File: config.mk
export PLATFORM = sky130hd
export DESIGN_NAME = fbrf_front
export DESIGN_NICKNAME = d
export VERILOG_FILES = /design/src/rtl/framebuffer_line_rect_fill_top_macros.svh /design/src/rtl/fbrf_pkg.sv /design/src/rtl/fbrf_front.sv
export SDC_FILE = /design/constraint.sdc
export NUM_CORES = 1
export LEC_CHECK = 0
export BUFFER_PORTS_ARGS = -buffer_cell sky130_fd_sc_hd__clkbuf_2
export CAP_MARGIN = 20
export CORE_ASPECT_RATIO = 1.2
export CORE_UTILIZATION = 55
export CTS_CLUSTER_DIAMETER = 40
export DETAILED_ROUTE_END_ITERATION = 6
export PLACE_DENSITY = 0.86
export SLEW_MARGIN = 20
export SYNTH_ARGS = -nofsm -noshare
export SYNTH_HDL_FRONTEND = slang
export SYNTH_SLANG_ARGS = --single-unit
File: constraint.sdc
create_clock -name aclk -period 6.05 [get_ports aclk]
set_input_delay 1.21 -clock aclk [delete_from_list [all_inputs] [get_ports aclk]]
set_output_delay 1.21 -clock aclk [all_outputs]
set_load 0.01 [all_outputs]
File: src/rtl/framebuffer_line_rect_fill_top_macros.svh
// Assertion helpers used by fbrf_back. Clock aclk, reset aresetn (active low).
`ifndef FRAMEBUFFER_LINE_RECT_FILL_TOP_MACROS_SVH
`define FRAMEBUFFER_LINE_RECT_FILL_TOP_MACROS_SVH

// same-cycle implication
`define FBRF_IMPLIES(lbl, ante, cons, msg) \
    lbl: assert property (@(posedge aclk) disable iff (!aresetn) (ante) |-> (cons)) \
        else $error(msg);

// next-cycle implication
`define FBRF_NEXT(lbl, ante, cons, msg) \
    lbl: assert property (@(posedge aclk) disable iff (!aresetn) (ante) |=> (cons)) \
        else $error(msg);

`endif

File: src/rtl/fbrf_pkg.sv
package fbrf_pkg;

    localparam int MAX_PIXELS  = 131072;
    localparam int ADDR_W      = $clog2(MAX_PIXELS);
    localparam int LIM_W       = $clog2(MAX_PIXELS + 1);

    localparam int DIM_W       = 11;
    localparam int AREA_W      = 2 * DIM_W;
    localparam int COLOR_W     = 8;
    localparam int COORD_W     = 12;
    localparam int PT_W        = COORD_W + 1;
    localparam int LIN_W       = PT_W + DIM_W + 2;

    localparam int ACT_W       = 3;
    localparam int S_DATA_W    = 56;
    localparam int S_USER_W    = 4;
    localparam int M_DATA_W    = 8;
    localparam int CFG_IDX_W   = 2;
    localparam int CFG_DATA_W  = 11;

    localparam int QUEUE_DEPTH = 4;
    localparam int QPTR_W      = $clog2(QUEUE_DEPTH);

    localparam logic [ACT_W-1:0] ACT_POINT   = 3'd0;
    localparam logic [ACT_W-1:0] ACT_HLINE   = 3'd1;
    localparam logic [ACT_W-1:0] ACT_VLINE   = 3'd2;
    localparam logic [ACT_W-1:0] ACT_FILL    = 3'd3;
    localparam logic [ACT_W-1:0] ACT_OUTLINE = 3'd4;
    localparam logic [ACT_W-1:0] ACT_READ    = 3'd5;

    localparam logic [CFG_IDX_W-1:0] CFG_WIDTH      = 2'd0;
    localparam logic [CFG_IDX_W-1:0] CFG_HEIGHT     = 2'd1;
    localparam logic [CFG_IDX_W-1:0] CFG_INIT_COLOR = 2'd2;

    localparam logic [1:0] OP_NONE    = 2'd0;
    localparam logic [1:0] OP_SPAN    = 2'd1;
    localparam logic [1:0] OP_OUTLINE = 2'd2;
    localparam logic [1:0] OP_READ    = 2'd3;

    localparam logic [DIM_W-1:0]   RESET_WIDTH  = 11'd320;
    localparam logic [DIM_W-1:0]   RESET_HEIGHT = 11'd240;
    localparam logic [COLOR_W-1:0] RESET_COLOR  = 8'd0;
    localparam int RESET_AREA  = 320 * 240;
    localparam int RESET_LIMIT = (RESET_AREA < MAX_PIXELS) ? RESET_AREA : MAX_PIXELS;

    // one queued command: a row range y0..y1 over columns x0..x1, or the
    // corners of an outline, or the point of a read
    typedef struct packed {
        logic [1:0]                op;
        logic [COLOR_W-1:0]        color;
        logic signed [PT_W-1:0]    x0;
        logic signed [PT_W-1:0]    x1;
        logic signed [PT_W-1:0]    y0;
        logic signed [PT_W-1:0]    y1;
    } fbrf_cmd_t;

    typedef struct packed {
        logic [DIM_W-1:0] width;
        logic [LIM_W-1:0] limit;
    } fbrf_geom_t;

endpackage

File: src/rtl/fbrf_front.sv
module fbrf_front (
    input  logic                              aclk,
    input  logic                              aresetn,
    input  logic                              cfg_we,
    input  logic [fbrf_pkg::CFG_IDX_W-1:0]    cfg_addr,
    input  logic [fbrf_pkg::CFG_DATA_W-1:0]   cfg_wdata,
    input  logic                              s_tvalid,
    output logic                              s_tready,
    input  logic [fbrf_pkg::S_DATA_W-1:0]     s_tdata,
    input  logic [fbrf_pkg::S_USER_W-1:0]     s_tuser,
    output logic                              q_push,
    output fbrf_pkg::fbrf_cmd_t               q_cmd,
    input  logic                              q_full,
    output fbrf_pkg::fbrf_geom_t              geom
);

    logic [fbrf_pkg::DIM_W-1:0]   width_reg,      width_next;
    logic [fbrf_pkg::DIM_W-1:0]   height_reg,     height_next;
    logic [fbrf_pkg::COLOR_W-1:0] cur_color_reg,  cur_color_next;
    logic [fbrf_pkg::LIM_W-1:0]   limit_reg,      limit_next;
    logic [fbrf_pkg::AREA_W-1:0]  area;

    logic [fbrf_pkg::ACT_W-1:0]          action;
    logic                                keep;
    logic signed [fbrf_pkg::COORD_W-1:0] px, py, rx, ry;
    logic [fbrf_pkg::COLOR_W-1:0]        dcol;
    logic signed [fbrf_pkg::PT_W-1:0]    px_e, py_e, rx_e, ry_e, x_sum, y_sum;
    logic                                accept;

    assign action = s_tuser[2:0];
    assign keep   = s_tuser[3];
    assign px     = s_tdata[11:0];
    assign py     = s_tdata[23:12];
    assign rx     = s_tdata[35:24];
    assign ry     = s_tdata[47:36];
    assign dcol   = s_tdata[55:48];

    assign px_e  = fbrf_pkg::PT_W'(px);
    assign py_e  = fbrf_pkg::PT_W'(py);
    assign rx_e  = fbrf_pkg::PT_W'(rx);
    assign ry_e  = fbrf_pkg::PT_W'(ry);
    assign x_sum = px_e + rx_e;
    assign y_sum = py_e + ry_e;

    assign s_tready = !q_full;
    assign accept   = s_tvalid && !q_full;
    assign q_push   = accept;

    always_comb begin
        q_cmd.op    = fbrf_pkg::OP_NONE;
        q_cmd.color = keep ? cur_color_reg : dcol;
        q_cmd.x0    = px_e;
        q_cmd.x1    = px_e;
        q_cmd.y0    = py_e;
        q_cmd.y1    = py_e;
        case (action)
            fbrf_pkg::ACT_POINT: begin
                q_cmd.op = fbrf_pkg::OP_SPAN;
            end
            fbrf_pkg::ACT_HLINE: begin
                q_cmd.op = fbrf_pkg::OP_SPAN;
                q_cmd.x1 = rx_e;
            end
            fbrf_pkg::ACT_VLINE: begin
                q_cmd.op = fbrf_pkg::OP_SPAN;
                q_cmd.y1 = ry_e;
            end
            fbrf_pkg::ACT_FILL: begin
                q_cmd.op = fbrf_pkg::OP_SPAN;
                q_cmd.x1 = x_sum;
                q_cmd.y1 = y_sum;
            end
            fbrf_pkg::ACT_OUTLINE: begin
                q_cmd.op = fbrf_pkg::OP_OUTLINE;
                q_cmd.x1 = x_sum;
                q_cmd.y1 = y_sum;
            end
            fbrf_pkg::ACT_READ: begin
                q_cmd.op = fbrf_pkg::OP_READ;
            end
            default: begin
                q_cmd.op = fbrf_pkg::OP_NONE;
            end
        endcase
    end

    assign area = width_reg * height_reg;

    always_comb begin
        width_next     = width_reg;
        height_next    = height_reg;
        cur_color_next = cur_color_reg;
        limit_next     = (area > fbrf_pkg::AREA_W'(fbrf_pkg::MAX_PIXELS)) ?
                         fbrf_pkg::LIM_W'(fbrf_pkg::MAX_PIXELS) :
                         fbrf_pkg::LIM_W'(area);
        if (cfg_we) begin
            case (cfg_addr)
                fbrf_pkg::CFG_WIDTH:      width_next     = cfg_wdata;
                fbrf_pkg::CFG_HEIGHT:     height_next    = cfg_wdata;
                fbrf_pkg::CFG_INIT_COLOR: cur_color_next = cfg_wdata[fbrf_pkg::COLOR_W-1:0];
                default: ;
            endcase
        end else if (accept && action <= fbrf_pkg::ACT_OUTLINE && !keep) begin
            cur_color_next = dcol;
        end
    end

    always_ff @(posedge aclk) begin
        if (!aresetn) begin
            width_reg     <= fbrf_pkg::RESET_WIDTH;
            height_reg    <= fbrf_pkg::RESET_HEIGHT;
            cur_color_reg <= fbrf_pkg::RESET_COLOR;
            limit_reg     <= fbrf_pkg::LIM_W'(fbrf_pkg::RESET_LIMIT);
        end else begin
            width_reg     <= width_next;
            height_reg    <= height_next;
            cur_color_reg <= cur_color_next;
            limit_reg     <= limit_next;
        end
    end

    assign geom.width = width_reg;
    assign geom.limit = limit_reg;

endmodule

# Yosys cells after proc, flatten, opt, wreduce, memory -nomap -nowiden

Cells that the tools add are included.

Add/subtract/negate cells: 2
Multipliers: 1
Divide/modulo/power cells: 0
Magnitude comparators: 2
Equal/unequal tests: 8
Shifts and indexed selects: 0
Muxes and demuxes: 8
Bitwise logic cells: 1
Reduce and logical (&&, ||, !) cells: 14

Operators with widths:

| operator               | count |
|---|---|
| $pmux W13 S2           | 2 |
| $mux W8                | 4 |
| $add A12 B12 Y13       | 2 |
| $gt A22 B18 Y1 const B | 1 |
| $mul A11 B11 Y22       | 1 |
| $mux W18               | 1 |
| $eq A3 B2 Y1 const B   | 2 |
| $eq A3 B3 Y1 const B   | 2 |
| $pmux W2 S3            | 1 |
| $reduce_and A2 Y1      | 3 |
| $reduce_or A2 Y1       | 2 |
| $reduce_or A4 Y1       | 1 |
| $eq A3 B1 Y1 const B   | 1 |
| $le A3 B3 Y1 const B   | 1 |
| $logic_and A1 B1 Y1    | 3 |
| $logic_not A3 Y1       | 1 |
| $eq A2 B1 Y1 const B   | 1 |
| $eq A2 B2 Y1 const B   | 1 |
| $logic_not A1 Y1       | 2 |
| $logic_not A2 Y1       | 1 |
| $ne A2 B1 Y1 const B   | 1 |
| $reduce_bool A2 Y1     | 1 |
| $not A1 Y1             | 1 |

Register bits: 48
Bits in latches: 0
Bits in writable memories: 0
ROM bits: 0
Input bits: 78
Output and inout bits: 93
Logic and storage cells: 41
Memories kept: 0

# Logic depth before layout (Yosys ltp)

Gate-level depths: netlist (run 1).

Depth in word-level cells: 6
Depth in mapped cells: 23

# Least setup slack after synthesis (run 1)

No wires, ideal clock.

Kind: reg-to-reg
Start: reg width_reg[5] in the netlist's numbering
End: reg limit_reg[12] in the netlist's numbering
Arrival time: 5.410 ns
Path slack: 0.510 ns
Cell stages (with the launch flop): 21
Buffers on the path: 2
Clock period less this slack: 5.540 ns
Cells stage by stage: dfxtp_1 -> clkbuf_1 -> nand2_1 -> fa_1 -> fa_1 -> fa_1 -> inv_1 -> fa_1 -> inv_1 -> fa_1 -> inv_1 -> ha_1 -> a211o_1 -> a21o_1 -> a22o_1 -> or3_1 -> a21oi_1 -> nor4_4 -> nand3_1 -> buf_4 -> nor3_2

Word-level cells in the longest chain between the ends: 3

Ends and longest elaborated chain:

| item                       | line              | RTL |
|---|---|---|
| from (decl)                | fbrf_front.sv:17  | `logic [fbrf_pkg::DIM_W-1:0] width_reg, width_next;` |
| from (signal assigned)     | fbrf_front.sv:110 | `width_reg <= fbrf_pkg::RESET_WIDTH;` |
| from (signal assigned)     | fbrf_front.sv:115 | `width_reg <= width_next;` |
| $mul A11 B11 Y22 (*)       | fbrf_front.sv:87  | `assign area = width_reg * height_reg;` |
| $gt A22 B18 Y1             | fbrf_front.sv:93  | `limit_next = (area > fbrf_pkg::AREA_W'(fbrf_pkg::MAX_PIXELS)) ?` |
| $reduce_or A2 Y1 (no line) | -                 |  |
| to (signal assigned)       | fbrf_front.sv:113 | `limit_reg <= fbrf_pkg::LIM_W'(fbrf_pkg::RESET_LIMIT);` |
| to (signal assigned)       | fbrf_front.sv:118 | `limit_reg <= limit_next;` |
| to (decl)                  | fbrf_front.sv:20  | `logic [fbrf_pkg::LIM_W-1:0] limit_reg, limit_next;` |

Mark *: on every way between the ends. The rest lies on a longest branch, timed or not.
A chain may end at the register's enable or synchronous reset.

# Worst setup path after layout (run 1)

Start: reg height_reg[5] in the netlist's numbering
End: reg limit_reg[8] in the netlist's numbering

Word-level cells in the longest chain between the ends: 3

Ends and longest elaborated chain:

| item                       | line              | RTL |
|---|---|---|
| from (decl)                | fbrf_front.sv:18  | `logic [fbrf_pkg::DIM_W-1:0] height_reg, height_next;` |
| from (signal assigned)     | fbrf_front.sv:111 | `height_reg <= fbrf_pkg::RESET_HEIGHT;` |
| from (signal assigned)     | fbrf_front.sv:116 | `height_reg <= height_next;` |
| $mul A11 B11 Y22 (*)       | fbrf_front.sv:87  |  |
| $gt A22 B18 Y1             | fbrf_front.sv:93  |  |
| $reduce_or A2 Y1 (no line) | -                 |  |

Marked as above.

==> flow_summary.html, run 1 <==
<table>
<tr><th>Metric</th><th>Value</th></tr>
<tr><th colspan="2">Detailed routing</th></tr>
<tr><td>Met1 wire length</td><td>7290 microns</td></tr>
<tr><td>Highest metal used</td><td>met4</td></tr>
<tr><td>Total detailed-routing wirelength</td><td>19900 microns</td></tr>
<tr><td>Number of design-rule violations left by the first detailed-router iteration</td><td>489</td></tr>
<tr><td>Vias per Instance</td><td>5.74</td></tr>
<tr><td>First-pass iteration count of the detailed router</td><td>5</td></tr>
<tr><td>Routed wire length on met3</td><td>1120 microns</td></tr>
<tr><td>Post-route DRC</td><td>0</td></tr>
<tr><td>Remaining number of nets flagged by the antenna check after routing</td><td>0</td></tr>
<tr><td>Detailed-route via count</td><td>7204</td></tr>
<tr><td>Routed len/inst</td><td>15.9 microns</td></tr>
<tr><td>Amount of wire on met2 after detailed routing</td><td>10800 microns</td></tr>
<tr><th colspan="2">Logic synthesis</th></tr>
<tr><td>Share of synthesized registers carrying an async set or reset</td><td>0</td></tr>
<tr><td>Largest cells by area after synthesis</td><td>sky130_fd_sc_hd__fa_1, sky130_fd_sc_hd__ha_1, sky130_fd_sc_hd__dfxtp_1</td></tr>
<tr><td>Adder-cell share of the synthesized area</td><td>0.348</td></tr>
<tr><td>Number of flops mapped to enable cells by yosys</td><td>0</td></tr>
<tr><td>Multiplexer share of the synthesized area</td><td>0.0259</td></tr>
<tr><td>Total of warnings raised by yosys</td><td>0</td></tr>
<tr><td>Mapped Avg Cell Area</td><td>8.12 sq um</td></tr>
<tr><td>Distinct cell type count of the synthesized netlist</td><td>73</td></tr>
<tr><td>Part of the Yosys area used for sequential elements</td><td>0.124</td></tr>
<tr><td>Summed instance area of the synthesized netlist</td><td>7730 sq um</td></tr>
<tr><td>Largest family of logic cells by synthesized area</td><td>adder cells</td></tr>
<tr><td>Number of synthesized register bits</td><td>48</td></tr>
<tr><td>Simple logic cell fraction of the synthesized area</td><td>0.205</td></tr>
<tr><td>Xor/xnor cell area share of the yosys netlist</td><td>0.0312</td></tr>
<tr><td>Yosys top cell area share</td><td>0.212</td></tr>
<tr><td>Instance count of the mapped netlist</td><td>952</td></tr>
<tr><td>Top FF cell, synth</td><td>sky130_fd_sc_hd__dfxtp_1</td></tr>
<tr><td>Post-Syn Nets</td><td>1196</td></tr>
<tr><td>Compound-Gate Fraction of Synth Area</td><td>0.162</td></tr>
<tr><td>Leading area contributor after synthesis</td><td>sky130_fd_sc_hd__fa_1</td></tr>
<tr><th colspan="2">Flow run</th></tr>
<tr><td>Number of violations of the max-capacitance limit</td><td>0</td></tr>
<tr><th colspan="2">Timing</th></tr>
<tr><td>Maximum frequency from static timing analysis</td><td>0.175 GHz</td></tr>
<tr><td>Post-route setup slack</td><td>0.325 ns</td></tr>
<tr><td>Slew Viols, Final</td><td>0</td></tr>
<tr><td>Worst clock skew</td><td>0.00695 ns</td></tr>
<tr><td>Setup repair after global routing missed its margin</td><td>false</td></tr>
<tr><td>Transition time at the pin with the least slew margin</td><td>1.12 ns</td></tr>
<tr><td>Final Cycle Share</td><td>0.946</td></tr>
<tr><td>Normalized max-slew margin</td><td>0.248</td></tr>
<tr><td>Period minus WS final</td><td>5.73 ns</td></tr>
<tr><td>Setup tns final</td><td>0 ns</td></tr>
<tr><td>Final hold violation count</td><td>0</td></tr>
<tr><td>Final setup viols</td><td>0</td></tr>
<tr><th colspan="2">Placement</th></tr>
<tr><td>Post-placement cell count</td><td>1246</td></tr>
<tr><td>Placer Congestion</td><td>0.908</td></tr>
<tr><td>Post-placement setup slack</td><td>0.0987 ns</td></tr>
<tr><td>Detailed Place HPWL</td><td>15800 microns</td></tr>
<tr><td>Number of input and output port buffers inserted</td><td>170</td></tr>
<tr><th colspan="2">Critical path</th></tr>
<tr><td>Required time worst endpoint</td><td>6.28 ns</td></tr>
<tr><td>Maximum fanout along the worst path</td><td>11</td></tr>
<tr><td>Setup crit end kind</td><td>flip-flop</td></tr>
<tr><td>Critical path startpoint category</td><td>flip-flop</td></tr>
<tr><td>Critical setup path kind</td><td>flip-flop to flip-flop</td></tr>
<tr><td>Arrival time at the worst endpoint</td><td>5.95 ns</td></tr>
<tr><td>Cells on worst reg2reg path</td><td>18</td></tr>
<tr><th colspan="2">Global routing</th></tr>
<tr><td>Maximum number of pins on one net before global-route repair</td><td>27</td></tr>
<tr><td>Wire length of the first global-routing pass</td><td>31700 microns</td></tr>
<tr><td>Number of antenna violations at the first check in global routing</td><td>0</td></tr>
<tr><td>Overall routing resource usage</td><td>0.275</td></tr>
<tr><td>Leftover overflow at the end of global routing</td><td>0</td></tr>
<tr><td>Number of global-route vias before repair</td><td>6994</td></tr>
<tr><th colspan="2">Layout</th></tr>
<tr><td>Antenna diodes</td><td>0</td></tr>
<tr><td>Number of flip-flops in the largest register</td><td>18</td></tr>
<tr><td>Area Overhead vs Synth</td><td>14.2%</td></tr>
<tr><td>Fraction of final layout cells with drive strength greater than 1</td><td>0.218</td></tr>
<tr><td>Non-filler instance count after layout</td><td>1254</td></tr>
<tr><td>Net total in the final layout</td><td>1326</td></tr>
<tr><td>Filler Cells Inserted</td><td>1144</td></tr>
<tr><th colspan="2">Floorplan</th></tr>
<tr><td>Total Die Area</td><td>14500 sq um</td></tr>
<tr><td>Die H</td><td>132 microns</td></tr>
<tr><td>Effective utilization at floorplan</td><td>0.562</td></tr>
<tr><td>Core outline area</td><td>13800 sq um</td></tr>
<tr><td>I/O pin count</td><td>171</td></tr>
<tr><td>Placement Rows</td><td>47</td></tr>
<tr><td>Die Span X</td><td>110 microns</td></tr>
<tr><th colspan="2">Power and ir drop</th></tr>
<tr><td>Worst vdd ir</td><td>0.000120 V</td></tr>
<tr><td>Total Power</td><td>1.55 mW</td></tr>
<tr><td>Static Leakage</td><td>4.53 nW</td></tr>
<tr><td>Power per cell area</td><td>176 nW/um^2</td></tr>
<tr><th colspan="2">Clock network</th></tr>
<tr><td>Latest clock arrival within the worst-skew pair</td><td>0.30 ns</td></tr>
<tr><td>CTS root buffer</td><td>sky130_fd_sc_hd__clkbuf_16</td></tr>
<tr><td>TritonCTS clock tree</td><td>yes</td></tr>
<tr><td>Maximum level of the CTS H-tree</td><td>2</td></tr>
<tr><td>CTS max path bufs</td><td>2</td></tr>
<tr><td>TritonCTS buffer count</td><td>5</td></tr>
<tr><td>Post-CTS setup buffers</td><td>0</td></tr>
<tr><td>Number of sinks driven by the clock tree</td><td>48</td></tr>
<tr><td>Clock-pin slew reported for the worst setup and hold paths after clock tree synthesis</td><td>0.07 ns</td></tr>
<tr><td>Number of hold-repair buffers added at the cts stage</td><td>0</td></tr>
<tr><th colspan="2">Worst hold path</th></tr>
<tr><td>Number of cells on the worst hold path</td><td>2</td></tr>
<tr><td>Type of the worst min-delay path</td><td>flip-flop to flip-flop</td></tr>
<tr><th colspan="2">Status</th></tr>
<tr><td>Outcome</td><td>finished clean</td></tr>
</table>
## Yosys cell counts, types with 7 or more instances
master / instances
sky130_fd_sc_hd__inv_1: 118
sky130_fd_sc_hd__o211ai_1: 7
sky130_fd_sc_hd__clkbuf_1: 36
sky130_fd_sc_hd__buf_4: 27
sky130_fd_sc_hd__mux2_2: 8
sky130_fd_sc_hd__nand3_1: 13
sky130_fd_sc_hd__nor2_1: 47
sky130_fd_sc_hd__nor2b_1: 9
sky130_fd_sc_hd__fa_1: 82
sky130_fd_sc_hd__nand2_1: 134
sky130_fd_sc_hd__a211oi_1: 15
sky130_fd_sc_hd__xnor2_1: 16
sky130_fd_sc_hd__xor2_1: 9
sky130_fd_sc_hd__ha_1: 84
sky130_fd_sc_hd__o21ai_0: 32
sky130_fd_sc_hd__a22oi_1: 19
sky130_fd_sc_hd__a21o_1: 15
sky130_fd_sc_hd__mux2i_1: 11
sky130_fd_sc_hd__and2_1: 66
sky130_fd_sc_hd__dfxtp_1: 48
sky130_fd_sc_hd__a21oi_1: 52
## routing by layer
layer / up-vias / global-route usage
met2: 302 / 0.514
met3: 49 / 0.0306
li1: 3428 / -
met1: 3425 / 0.307
met5: - / 0
met4: 0 / 0.110
## worst paths after layout
check / start / to / slack, ns
worst max-delay path: height_reg[5] / limit_reg[8] / 0.32
worst min-delay path: cur_color_reg[4] / cur_color_reg[4] / 0.50
worst max register to register: height_reg[5] / limit_reg[8] / 0.32
worst min register to register: cur_color_reg[4] / cur_color_reg[4] / 0.50
## timing repair
action | 4_1_cts | 5_1_grt
gates resized for setup | 1 | 17
pin swaps | 0 | 1
endpoints found under the setup margin | 2 | 15
## critical path, cell delays in order (launching register included)
cell and delay, ns:
sky130_fd_sc_hd__dfxtp_1 0.48, sky130_fd_sc_hd__nand2_1 0.13, sky130_fd_sc_hd__fa_1 0.53, sky130_fd_sc_hd__fa_1 0.55
sky130_fd_sc_hd__inv_1 0.06, sky130_fd_sc_hd__fa_1 0.51, sky130_fd_sc_hd__fa_1 0.54, sky130_fd_sc_hd__inv_1 0.05
sky130_fd_sc_hd__fa_1 0.52, sky130_fd_sc_hd__inv_1 0.04, sky130_fd_sc_hd__ha_1 0.37, sky130_fd_sc_hd__and4_1 0.24
sky130_fd_sc_hd__o211a_1 0.14, sky130_fd_sc_hd__nor3_1 0.31, sky130_fd_sc_hd__o2111ai_1 0.16, sky130_fd_sc_hd__a2111o_1 0.38
sky130_fd_sc_hd__o21ai_1 0.27, sky130_fd_sc_hd__nand3_4 0.19, sky130_fd_sc_hd__nor3_1 0.17
## placed cells by master (no fill, tap or decap), types with 5 or more instances in the layout
cell type / n
sky130_fd_sc_hd__and2_1: 66
sky130_fd_sc_hd__nor2b_1: 9
sky130_fd_sc_hd__buf_4: 20
sky130_fd_sc_hd__and4_1: 6
sky130_fd_sc_hd__inv_1: 118
sky130_fd_sc_hd__and3_1: 6
sky130_fd_sc_hd__o211ai_1: 7
sky130_fd_sc_hd__o21ai_1: 5
sky130_fd_sc_hd__fa_1: 82
sky130_fd_sc_hd__xor2_1: 9
sky130_fd_sc_hd__mux2i_1: 11
sky130_fd_sc_hd__mux2_2: 8
sky130_fd_sc_hd__nand3_1: 12
sky130_fd_sc_hd__dfxtp_1: 35
sky130_fd_sc_hd__a21o_1: 15
sky130_fd_sc_hd__nand4_1: 6
sky130_fd_sc_hd__nand2_1: 134
sky130_fd_sc_hd__a211oi_1: 14
sky130_fd_sc_hd__dfxtp_2: 13
sky130_fd_sc_hd__clkbuf_16: 5
sky130_fd_sc_hd__nor2_1: 47
sky130_fd_sc_hd__a22oi_1: 19
sky130_fd_sc_hd__ha_1: 84
sky130_fd_sc_hd__clkbuf_2: 170
sky130_fd_sc_hd__a21oi_1: 52
sky130_fd_sc_hd__o21ai_0: 32
sky130_fd_sc_hd__xnor2_1: 16
## report_power, final
group	internal, mW	total, mW	switching, mW
Sequential	0.352	0.375	0.0230
Combinational	0.324	0.801	0.477
Clock	0.239	0.378	0.139
Total	0.915	1.55	0.639
## metrics by stage
stage	util	cell area, sq um	hold WS, ns
2_1_floorplan	-	7730	0.442
3_3_place_gp	0.624	8590	0.484
3_5_place_dp	0.624	8590	0.491
4_1_cts	0.639	8790	0.501
5_1_grt	0.642	8830	0.523
6_report	0.642	8830	0.502
## area by class of cell
class | count | area (sq um) | area share
Sequential cell | 48 | 977 | 0.111
Clock buffer | 5 | 125 | 0.0142
Tap cell | 171 | 214 | 0.0242
Clock inverter | 3 | 68.8 | 0.00779
Multi-Input combinational cell | 718 | 6000 | 0.679
Timing Repair Buffer | 190 | 1000 | 0.113
Inverter | 119 | 447 | 0.0506
## logic make-up after synthesis
kind of cell,Yosys count
and+or+nand+nor,318
AOI/OAI and AO/OA,189
buffers and inverters,186
adders and majority gates,166
DFF,48
xor gates and xnor gates,26
muxes,19
(Power assumes the default switching activity.)
==> run 2, diff against run 1 <==
--- a/config.mk
+++ b/config.mk
@@ -11,7 +11,9 @@
 export CORE_UTILIZATION = 55
 export CTS_CLUSTER_DIAMETER = 40
 export DETAILED_ROUTE_END_ITERATION = 6
+export GPL_ROUTABILITY_DRIVEN = 0
 export PLACE_DENSITY = 0.86
+export REMOVE_ABC_BUFFERS = 1
 export SLEW_MARGIN = 20
 export SYNTH_ARGS = -nofsm -noshare
 export SYNTH_HDL_FRONTEND = slang
==> run 2 against run 1 <==
  * Utilization down 0.45 points
  * Clock skew up 0.0013 ns
  * Wire length hardly changed
  * Clock power is 2% lower
  * Total power shrank 0.99%
  * Final area down 0.69%
  * Fmax decreased by 1.1%
  * Non-clock buffer count decreased by 4
  * Worst setup slack got worse by 0.064 ns
  * Register-to-register slack got worse by 0.06 ns
  * Highest routed layer unchanged
==> flow_summary.html, run 2 (synthesis results as in run 1) <==
<table>
<tr><th>Metric</th><th>Value</th></tr>
<tr><th colspan="2">Detailed routing</th></tr>
<tr><td>Routed len/inst</td><td>15.9 microns (about the same)</td></tr>
<tr><td>Total detailed-routing wirelength</td><td>19900 microns (about the same)</td></tr>
<tr><td>Detailed-route via count</td><td>7283 (was 7204)</td></tr>
<tr><td>Number of design-rule violations left by the first detailed-router iteration</td><td>477 (was 489)</td></tr>
<tr><td>First-pass iteration count of the detailed router</td><td>5 (unchanged)</td></tr>
<tr><td>Remaining number of nets flagged by the antenna check after routing</td><td>0 (unchanged)</td></tr>
<tr><td>Post-route DRC</td><td>0 (unchanged)</td></tr>
<tr><td>Vias per Instance</td><td>5.83 (was 5.74)</td></tr>
<tr><th colspan="2">Clock network</th></tr>
<tr><td>TritonCTS clock tree</td><td>yes (unchanged)</td></tr>
<tr><td>Clock-pin slew reported for the worst setup and hold paths after clock tree synthesis</td><td>0.07 ns (about the same)</td></tr>
<tr><td>Maximum level of the CTS H-tree</td><td>2 (unchanged)</td></tr>
<tr><td>Number of hold-repair buffers added at the cts stage</td><td>0 (unchanged)</td></tr>
<tr><td>Number of sinks driven by the clock tree</td><td>48 (unchanged)</td></tr>
<tr><td>CTS max path bufs</td><td>2 (unchanged)</td></tr>
<tr><td>CTS root buffer</td><td>sky130_fd_sc_hd__clkbuf_16 (unchanged)</td></tr>
<tr><td>TritonCTS buffer count</td><td>5 (unchanged)</td></tr>
<tr><td>Latest clock arrival within the worst-skew pair</td><td>0.30 ns (about the same)</td></tr>
<tr><th colspan="2">Floorplan</th></tr>
<tr><td>Core outline area</td><td>13800 sq um (unchanged)</td></tr>
<tr><td>Die Span X</td><td>110 microns (unchanged)</td></tr>
<tr><td>Die H</td><td>132 microns (unchanged)</td></tr>
<tr><td>Effective utilization at floorplan</td><td>0.562 (unchanged)</td></tr>
<tr><td>I/O pin count</td><td>171 (unchanged)</td></tr>
<tr><td>Placement Rows</td><td>47 (unchanged)</td></tr>
<tr><td>Total Die Area</td><td>14500 sq um (unchanged)</td></tr>
<tr><th colspan="2">Timing</th></tr>
<tr><td>Final setup viols</td><td>0 (unchanged)</td></tr>
<tr><td>Worst clock skew</td><td>0.00820 ns (was 0.00695 ns)</td></tr>
<tr><td>Slew Viols, Final</td><td>0 (unchanged)</td></tr>
<tr><td>Period minus WS final</td><td>5.79 ns (was 5.73 ns)</td></tr>
<tr><td>Normalized max-slew margin</td><td>0.326 (was 0.248)</td></tr>
<tr><td>Maximum frequency from static timing analysis</td><td>0.173 GHz (was 0.175 GHz)</td></tr>
<tr><td>Setup tns final</td><td>0 ns (unchanged)</td></tr>
<tr><td>Setup repair after global routing missed its margin</td><td>false (unchanged)</td></tr>
<tr><td>Final Cycle Share</td><td>0.957 (was 0.946)</td></tr>
<tr><td>Transition time at the pin with the least slew margin</td><td>1.01 ns (was 1.12 ns)</td></tr>
<tr><td>Final hold violation count</td><td>0 (unchanged)</td></tr>
<tr><th colspan="2">Power and ir drop</th></tr>
<tr><td>Switch Pwr</td><td>0.624 mW (was 0.639 mW)</td></tr>
<tr><td>Power per cell area</td><td>175 nW/um^2 (was 176 nW/um^2)</td></tr>
<tr><td>Worst vdd ir</td><td>0.000223 V (was 0.000120 V)</td></tr>
<tr><td>Static Leakage</td><td>4.50 nW (was 4.53 nW)</td></tr>
<tr><td>Clock network fraction of design power</td><td>0.241 (was 0.243)</td></tr>
<tr><td>Combinational share of power</td><td>0.514 (was 0.515)</td></tr>
<tr><td>Net Sw Frac</td><td>0.405 (was 0.411)</td></tr>
<tr><td>Sequential share of power</td><td>0.245 (was 0.241)</td></tr>
<tr><td>Internal Pwr Total</td><td>0.915 mW (about the same)</td></tr>
<tr><th colspan="2">Flow run</th></tr>
<tr><td>Number of violations of the max-capacitance limit</td><td>0 (unchanged)</td></tr>
<tr><th colspan="2">Status</th></tr>
<tr><td>Outcome</td><td>finished clean (unchanged)</td></tr>
<tr><th colspan="2">Global routing</th></tr>
<tr><td>Maximum number of pins on one net before global-route repair</td><td>27 (unchanged)</td></tr>
<tr><td>Number of global-route vias before repair</td><td>7122 (was 6994)</td></tr>
<tr><td>Leftover overflow at the end of global routing</td><td>0 (unchanged)</td></tr>
<tr><td>Wire length of the first global-routing pass</td><td>32600 microns (was 31700 microns)</td></tr>
<tr><td>Overall routing resource usage</td><td>0.281 (was 0.275)</td></tr>
<tr><td>Number of antenna violations at the first check in global routing</td><td>0 (unchanged)</td></tr>
<tr><th colspan="2">Placement</th></tr>
<tr><td>Detailed Place HPWL</td><td>16400 microns (was 15800 microns)</td></tr>
<tr><td>Area after detailed placement</td><td>8560 sq um (was 8590 sq um)</td></tr>
<tr><td>Number of input and output port buffers inserted</td><td>170 (unchanged)</td></tr>
<tr><th colspan="2">Critical path</th></tr>
<tr><td>Cells traversed along the worst timing path</td><td>buf_4 &gt; nand2_1 &gt; fa_1 &gt; fa_1 &gt; fa_1 &gt; inv_1 &gt; fa_1 &gt; inv_1 &gt; fa_1 &gt; inv_1 &gt; ha_1 &gt; a211o_1 &gt; a21o_1 &gt; a22o_1 &gt; or3_1 &gt; a21oi_1 &gt; nor4_4 &gt; nand3_1 &gt; buf_4 &gt; nor2_1 (was nand2_1 &gt; fa_1 &gt; fa_1 &gt; inv_1 &gt; fa_1 &gt; fa_1 &gt; inv_1 &gt; fa_1 &gt; inv_1 &gt; ha_1 &gt; and4_1 &gt; o211a_1 &gt; nor3_1 &gt; o2111ai_1 &gt; a2111o_1 &gt; o21ai_1 &gt; nand3_4 &gt; nor3_1)</td></tr>
<tr><td>Crit-path slowest cell</td><td>sky130_fd_sc_hd__fa_1 (unchanged)</td></tr>
<tr><td>Critical path startpoint category</td><td>flip-flop (unchanged)</td></tr>
<tr><td>Cell seen most often among critical-path stages</td><td>sky130_fd_sc_hd__fa_1 (unchanged)</td></tr>
<tr><td>Maximum fanout along the worst path</td><td>11 (unchanged)</td></tr>
<tr><td>Setup crit end kind</td><td>flip-flop (unchanged)</td></tr>
<tr><td>Slowest stage delay, CP</td><td>0.53 ns (was 0.55 ns)</td></tr>
<tr><td>Critical setup path kind</td><td>flip-flop to flip-flop (unchanged)</td></tr>
<tr><td>Required time worst endpoint</td><td>6.22 ns (was 6.28 ns)</td></tr>
<tr><td>Arrival time at the worst endpoint</td><td>5.96 ns (was 5.95 ns)</td></tr>
<tr><th colspan="2">Layout</th></tr>
<tr><td>Antenna diodes</td><td>0 (unchanged)</td></tr>
<tr><td>Cell area after layout</td><td>8770 sq um (was 8830 sq um)</td></tr>
<tr><td>Number of flip-flops in the largest register</td><td>18 (unchanged)</td></tr>
<tr><td>Area Overhead vs Synth</td><td>13.4% (was 14.2%)</td></tr>
<tr><td>Most frequent cells in the layout</td><td>sky130_fd_sc_hd__clkbuf_2, sky130_fd_sc_hd__nand2_1, sky130_fd_sc_hd__inv_1 (unchanged)</td></tr>
<tr><td>Fraction of final layout cells with drive strength greater than 1</td><td>0.208 (was 0.218)</td></tr>
<tr><td>Net total in the final layout</td><td>1322 (was 1326)</td></tr>
<tr><td>Leading cell type in the layout, fill and taps excluded</td><td>sky130_fd_sc_hd__clkbuf_2 (unchanged)</td></tr>
<tr><th colspan="2">Worst hold path</th></tr>
<tr><td>Type of the worst min-delay path</td><td>flip-flop to flip-flop (unchanged)</td></tr>
</table>
[run 2: cell types whose count changed in the layout (fill, tap and decap cells not counted), sizes merged]
cell,before,now
buf,20,16
[run 2: stage by stage]
step | power [mW] | hold slack (ns) | setup WS [ns] | cells | util
5_1_grt | 1.64 | 0.547 | 0.0427 | 1250 | 0.637
3_5_place_dp | 1.16 | 0.492 | 0.241 | 1242 | 0.622
6_report | 1.54 | 0.501 | 0.260 | 1250 | 0.637
4_1_cts | 1.53 | 0.501 | 0.261 | 1250 | 0.636
3_3_place_gp | 1.14 | 0.485 | 0.398 | 1242 | 0.622
2_1_floorplan | 0.902 | 0.475 | 0.559 | 885 | -
[run 2: area by class of cell]
class,count,area (sq um)
inverters,119,447
well taps,171,214
multi-input cells,718,5980
clock buffers,5,125
clock inverters,3,68.8
fillers,1149,4990
flip-flops and latches,48,971
repair buffers,186,971
[run 2: what timing repair did]
item,CTS,global route
resized for setup,0,9
endpoints found under the setup margin,0,12
setup buffers,0,0
endpoints found under the hold margin,0,0
[run 2: layer usage]
metal  track usage  vias up  share of wire  wire [microns]
met1         0.318     3466           0.37            7430
met5             0        -              0               0
met2         0.510      325           0.53           10500
met4         0.127        0          0.044             882
li1              -     3424              -               -
met3        0.0371       68          0.056            1110
[run 2: path summary, 6_finish.rpt]
kind	from	to	slack (ns)	cells past startpoint
worst max-delay path	width_reg[5]	limit_reg[7]	0.26	20
worst min-delay path	cur_color_reg[7]	cur_color_reg[7]	0.50	2
worst max register to register	width_reg[5]	limit_reg[7]	0.26	20
worst min register to register	cur_color_reg[7]	cur_color_reg[7]	0.50	2
[run 2: power by group through the flow]
| stage | registers (mW) | logic, mW | clock network (mW) |
|---|---|---|---|
| global placement | 0.384 | 0.754 | 0 |
| floorplan | 0.392 | 0.509 | 0 |
| detailed placement | 0.384 | 0.773 | 0 |
| global route | 0.383 | 0.877 | 0.380 |
| CTS | 0.377 | 0.781 | 0.369 |
| finish | 0.378 | 0.791 | 0.370 |
[run 2: critical path, delay by kind of cell (launching register included)]
| kind | cells | cell delay [ns] |
|---|---|---|
| AOI/OAI and AO/OA | 4 | 1.03 |
| adders and majority gates | 6 | 2.86 |
| buffers and inverters | 5 | 0.54 |
| DFF | 1 | 0.52 |
| and+or+nand+nor | 5 | 0.70 |
==> run 3, diff against run 2 <==
--- a/config.mk
+++ b/config.mk
@@ -8,11 +8,11 @@
 export BUFFER_PORTS_ARGS = -buffer_cell sky130_fd_sc_hd__clkbuf_2
 export CAP_MARGIN = 20
 export CORE_ASPECT_RATIO = 1.2
-export CORE_UTILIZATION = 55
+export CORE_UTILIZATION = 50
 export CTS_CLUSTER_DIAMETER = 40
 export DETAILED_ROUTE_END_ITERATION = 6
 export GPL_ROUTABILITY_DRIVEN = 0
-export PLACE_DENSITY = 0.86
+export PLACE_DENSITY = 0.79
 export REMOVE_ABC_BUFFERS = 1
 export SLEW_MARGIN = 20
 export SYNTH_ARGS = -nofsm -noshare
==> run 3 against run 2 <==
  * Final area is 0.36% higher
  * Sequential share of layout area about the same
  * Sequential cell count stayed put
  * Clock power decreased by 10%
  * Combinational power down 2.8%
  * Critical path depth down 2
  * Critical path type unchanged
  * Highest routed layer unchanged
==> flow_summary.html, run 3 (synthesis results as in run 1) <==
<table>
<tr><th>Metric</th><th>Value</th></tr>
<tr><th colspan="2">Critical path</th></tr>
<tr><td>Slowest stage delay, CP</td><td>0.58 ns (was 0.53 ns)</td></tr>
<tr><td>Maximum fanout along the worst path</td><td>12 (was 11)</td></tr>
<tr><td>Critical path startpoint category</td><td>flip-flop (unchanged)</td></tr>
<tr><td>Top delay family on crit path</td><td>adder cells (unchanged)</td></tr>
<tr><td>Arrival time at the worst endpoint</td><td>5.94 ns (was 5.96 ns)</td></tr>
<tr><td>Required time worst endpoint</td><td>6.25 ns (was 6.22 ns)</td></tr>
<tr><td>Critical setup path kind</td><td>flip-flop to flip-flop (unchanged)</td></tr>
<tr><td>Setup crit end kind</td><td>flip-flop (unchanged)</td></tr>
<tr><td>Cell seen most often among critical-path stages</td><td>sky130_fd_sc_hd__fa_1 (unchanged)</td></tr>
<tr><td>Crit-path slowest cell</td><td>sky130_fd_sc_hd__fa_1 (unchanged)</td></tr>
<tr><td>Cells traversed along the worst timing path</td><td>nand2_1 &gt; fa_1 &gt; fa_1 &gt; fa_1 &gt; inv_1 &gt; fa_1 &gt; inv_1 &gt; fa_1 &gt; inv_1 &gt; ha_1 &gt; a211o_1 &gt; a21o_1 &gt; a22o_1 &gt; nor4_1 &gt; a21oi_1 &gt; nor4_4 &gt; nand2b_2 &gt; nor4bb_2 (was buf_4 &gt; nand2_1 &gt; fa_1 &gt; fa_1 &gt; fa_1 &gt; inv_1 &gt; fa_1 &gt; inv_1 &gt; fa_1 &gt; inv_1 &gt; ha_1 &gt; a211o_1 &gt; a21o_1 &gt; a22o_1 &gt; or3_1 &gt; a21oi_1 &gt; nor4_4 &gt; nand3_1 &gt; buf_4 &gt; nor2_1)</td></tr>
<tr><td>Worst path buffer plus inverter count</td><td>3 (was 5)</td></tr>
<tr><th colspan="2">Floorplan</th></tr>
<tr><td>Placement Rows</td><td>49 (was 47)</td></tr>
<tr><td>Total Die Area</td><td>16000 sq um (was 14500 sq um)</td></tr>
<tr><td>Die Span X</td><td>116 microns (was 110 microns)</td></tr>
<tr><td>Effective utilization at floorplan</td><td>0.513 (was 0.562)</td></tr>
<tr><td>Core outline area</td><td>15100 sq um (was 13800 sq um)</td></tr>
<tr><td>I/O pin count</td><td>171 (unchanged)</td></tr>
<tr><td>Die H</td><td>138 microns (was 132 microns)</td></tr>
<tr><th colspan="2">Clock network</th></tr>
<tr><td>Maximum level of the CTS H-tree</td><td>2 (unchanged)</td></tr>
<tr><td>TritonCTS clock tree</td><td>yes (unchanged)</td></tr>
<tr><td>TritonCTS buffer count</td><td>5 (unchanged)</td></tr>
<tr><td>CTS max path bufs</td><td>2 (unchanged)</td></tr>
<tr><td>Latest clock arrival within the worst-skew pair</td><td>0.30 ns (about the same)</td></tr>
<tr><td>CTS root buffer</td><td>sky130_fd_sc_hd__clkbuf_16 (unchanged)</td></tr>
<tr><td>Clock-pin slew reported for the worst setup and hold paths after clock tree synthesis</td><td>0.07 ns (about the same)</td></tr>
<tr><td>Number of sinks driven by the clock tree</td><td>48 (unchanged)</td></tr>
<tr><th colspan="2">Status</th></tr>
<tr><td>Outcome</td><td>finished clean (unchanged)</td></tr>
<tr><th colspan="2">Global routing</th></tr>
<tr><td>Number of global-route vias before repair</td><td>6881 (was 7122)</td></tr>
<tr><td>Maximum number of pins on one net before global-route repair</td><td>27 (unchanged)</td></tr>
<tr><td>Overall routing resource usage</td><td>0.244 (was 0.281)</td></tr>
<tr><td>Wire length of the first global-routing pass</td><td>31500 microns (was 32600 microns)</td></tr>
<tr><td>Number of antenna violations at the first check in global routing</td><td>0 (unchanged)</td></tr>
<tr><td>Leftover overflow at the end of global routing</td><td>0 (unchanged)</td></tr>
<tr><th colspan="2">Timing</th></tr>
<tr><td>Final setup viols</td><td>0 (unchanged)</td></tr>
<tr><td>Setup tns final</td><td>0 ns (unchanged)</td></tr>
<tr><td>Setup repair after global routing missed its margin</td><td>false (unchanged)</td></tr>
<tr><td>Period minus WS final</td><td>5.74 ns (was 5.79 ns)</td></tr>
<tr><td>Maximum frequency from static timing analysis</td><td>0.174 GHz (was 0.173 GHz)</td></tr>
<tr><td>Final Cycle Share</td><td>0.949 (was 0.957)</td></tr>
<tr><td>Worst clock skew</td><td>0.00620 ns (was 0.00820 ns)</td></tr>
<tr><td>Slew Viols, Final</td><td>0 (unchanged)</td></tr>
<tr><td>Final hold violation count</td><td>0 (unchanged)</td></tr>
<tr><td>Transition time at the pin with the least slew margin</td><td>1.03 ns (was 1.01 ns)</td></tr>
<tr><td>Normalized max-slew margin</td><td>0.308 (was 0.326)</td></tr>
<tr><th colspan="2">Detailed routing</th></tr>
<tr><td>Routed len/inst</td><td>15.1 microns (was 15.9 microns)</td></tr>
<tr><td>Detailed-route via count</td><td>7060 (was 7283)</td></tr>
<tr><td>Remaining number of nets flagged by the antenna check after routing</td><td>0 (unchanged)</td></tr>
<tr><td>Total detailed-routing wirelength</td><td>19400 microns (was 19900 microns)</td></tr>
<tr><td>Vias per Instance</td><td>5.50 (was 5.83)</td></tr>
<tr><td>First-pass iteration count of the detailed router</td><td>5 (unchanged)</td></tr>
<tr><td>Number of design-rule violations left by the first detailed-router iteration</td><td>414 (was 477)</td></tr>
<tr><td>Post-route DRC</td><td>0 (unchanged)</td></tr>
<tr><th colspan="2">Layout</th></tr>
<tr><td>Footprint of the flip-flops and latches</td><td>972 sq um (was 971 sq um)</td></tr>
<tr><td>Area Overhead vs Synth</td><td>13.8% (was 13.4%)</td></tr>
<tr><td>Net total in the final layout</td><td>1323 (was 1322)</td></tr>
<tr><td>Leading cell type in the layout, fill and taps excluded</td><td>sky130_fd_sc_hd__clkbuf_2 (unchanged)</td></tr>
<tr><td>Area of combinational cells with multiple inputs</td><td>5980 sq um (about the same)</td></tr>
<tr><td>Cell area after layout</td><td>8800 sq um (was 8770 sq um)</td></tr>
<tr><td>Most frequent cells in the layout</td><td>sky130_fd_sc_hd__clkbuf_2, sky130_fd_sc_hd__nand2_1, sky130_fd_sc_hd__inv_1 (unchanged)</td></tr>
<tr><td>Filler Cells Inserted</td><td>1400 (was 1149)</td></tr>
<tr><td>Antenna diodes</td><td>0 (unchanged)</td></tr>
<tr><td>Fraction of final layout cells with drive strength greater than 1</td><td>0.210 (was 0.208)</td></tr>
<tr><td>Number of flip-flops in the largest register</td><td>18 (unchanged)</td></tr>
<tr><th colspan="2">Power and ir drop</th></tr>
<tr><td>Static Leakage</td><td>4.50 nW (about the same)</td></tr>
<tr><td>Power per cell area</td><td>168 nW/um^2 (was 175 nW/um^2)</td></tr>
<tr><td>Total Power</td><td>1.48 mW (was 1.54 mW)</td></tr>
<tr><td>Worst vdd ir</td><td>0.000111 V (was 0.000223 V)</td></tr>
<tr><th colspan="2">Placement</th></tr>
<tr><td>Detailed Place HPWL</td><td>16300 microns (was 16400 microns)</td></tr>
<tr><td>Area after detailed placement</td><td>8610 sq um (was 8560 sq um)</td></tr>
<tr><td>Number of input and output port buffers inserted</td><td>170 (unchanged)</td></tr>
<tr><th colspan="2">Flow run</th></tr>
<tr><td>Number of violations of the max-capacitance limit</td><td>0 (unchanged)</td></tr>
<tr><th colspan="2">Worst hold path</th></tr>
<tr><td>Type of the worst min-delay path</td><td>flip-flop to flip-flop (unchanged)</td></tr>
</table>
==> run 3: cell types whose count changed in the layout (fill, tap and decap cells not counted), sizes merged <==
| cell | change |
|---|---|
| bufinv | -1 |
| inv | -1 |
| clkinv | +2 |
| buf | +1 |
==> run 3: per-layer routing <==
| layer | wire [microns] | global-route usage | vias to the layer above |
|---|---|---|---|
| li1 | - | - | 3409 |
| met1 | 7740 | 0.276 | 3374 |
| met2 | 10300 | 0.463 | 238 |
| met3 | 836 | 0.0281 | 39 |
| met4 | 510 | 0.0772 | 0 |
| met5 | 0 | 0 | - |
==> run 3: final cells by class <==
| type | count | area share |
|---|---|---|
| clock buffer | 5 | 0.0142 |
| clock inverter | 3 | 0.00540 |
| inverter | 119 | 0.0507 |
| multi-input combinational | 718 | 0.679 |
| sequential | 48 | 0.110 |
| tap | 204 | 0.0290 |
| timing repair buffer | 187 | 0.111 |
==> run 3: worst register-to-register path, stage by stage (launching register included) <==
cell and delay (ns):
sky130_fd_sc_hd__dfxtp_2 0.47, sky130_fd_sc_hd__nand2_1 0.13, sky130_fd_sc_hd__fa_1 0.58, sky130_fd_sc_hd__fa_1 0.44, sky130_fd_sc_hd__fa_1 0.50, sky130_fd_sc_hd__inv_1 0.06
sky130_fd_sc_hd__fa_1 0.53, sky130_fd_sc_hd__inv_1 0.05, sky130_fd_sc_hd__fa_1 0.53, sky130_fd_sc_hd__inv_1 0.04, sky130_fd_sc_hd__ha_1 0.38, sky130_fd_sc_hd__a211o_1 0.33
sky130_fd_sc_hd__a21o_1 0.20, sky130_fd_sc_hd__a22o_1 0.22, sky130_fd_sc_hd__nor4_1 0.28, sky130_fd_sc_hd__a21oi_1 0.11, sky130_fd_sc_hd__nor4_4 0.32, sky130_fd_sc_hd__nand2b_2 0.17
sky130_fd_sc_hd__nor4bb_2 0.31
==> run 3: worst paths after layout <==
| check | from | slack (ns) | cells after the start | endpoint |
|---|---|---|---|---|
| worst max register to register | height_reg[4] | 0.31 | 18 | limit_reg[15] |
| worst max-delay path | height_reg[4] | 0.31 | 18 | limit_reg[15] |
| worst min-delay path | cur_color_reg[3] | 0.50 | 2 | cur_color_reg[3] |
| worst min register to register | cur_color_reg[3] | 0.50 | 2 | cur_color_reg[3] |
==> run 3: repair_timing <==
action,4_1_cts,5_1_grt
endpoints found under the setup margin,0,13
buffers inserted,0,0
gates resized for setup,0,10
hold buffers,0,0
==> run 3: where the power goes <==
group / total, mW / internal [mW] / leakage [nW] / switching [mW]
clock: 0.333 / 0.197 / 0.0840 / 0.136
combinational: 0.769 / 0.317 / 4.02 / 0.452
sequential: 0.375 / 0.352 / 0.392 / 0.0229
total: 1.48 / 0.866 / 4.50 / 0.611
==> run 3: stage by stage <==
step	std cells	worst slack (ns)	utilization	hold slack [ns]
floorplan	885	0.559	-	0.475
global placement	1276	0.263	0.571	0.487
detailed placement	1276	0.0839	0.571	0.496
CTS	1284	0.0504	0.582	0.506
global route	1284	0.0368	0.584	0.515
finish	1284	0.306	0.584	0.505
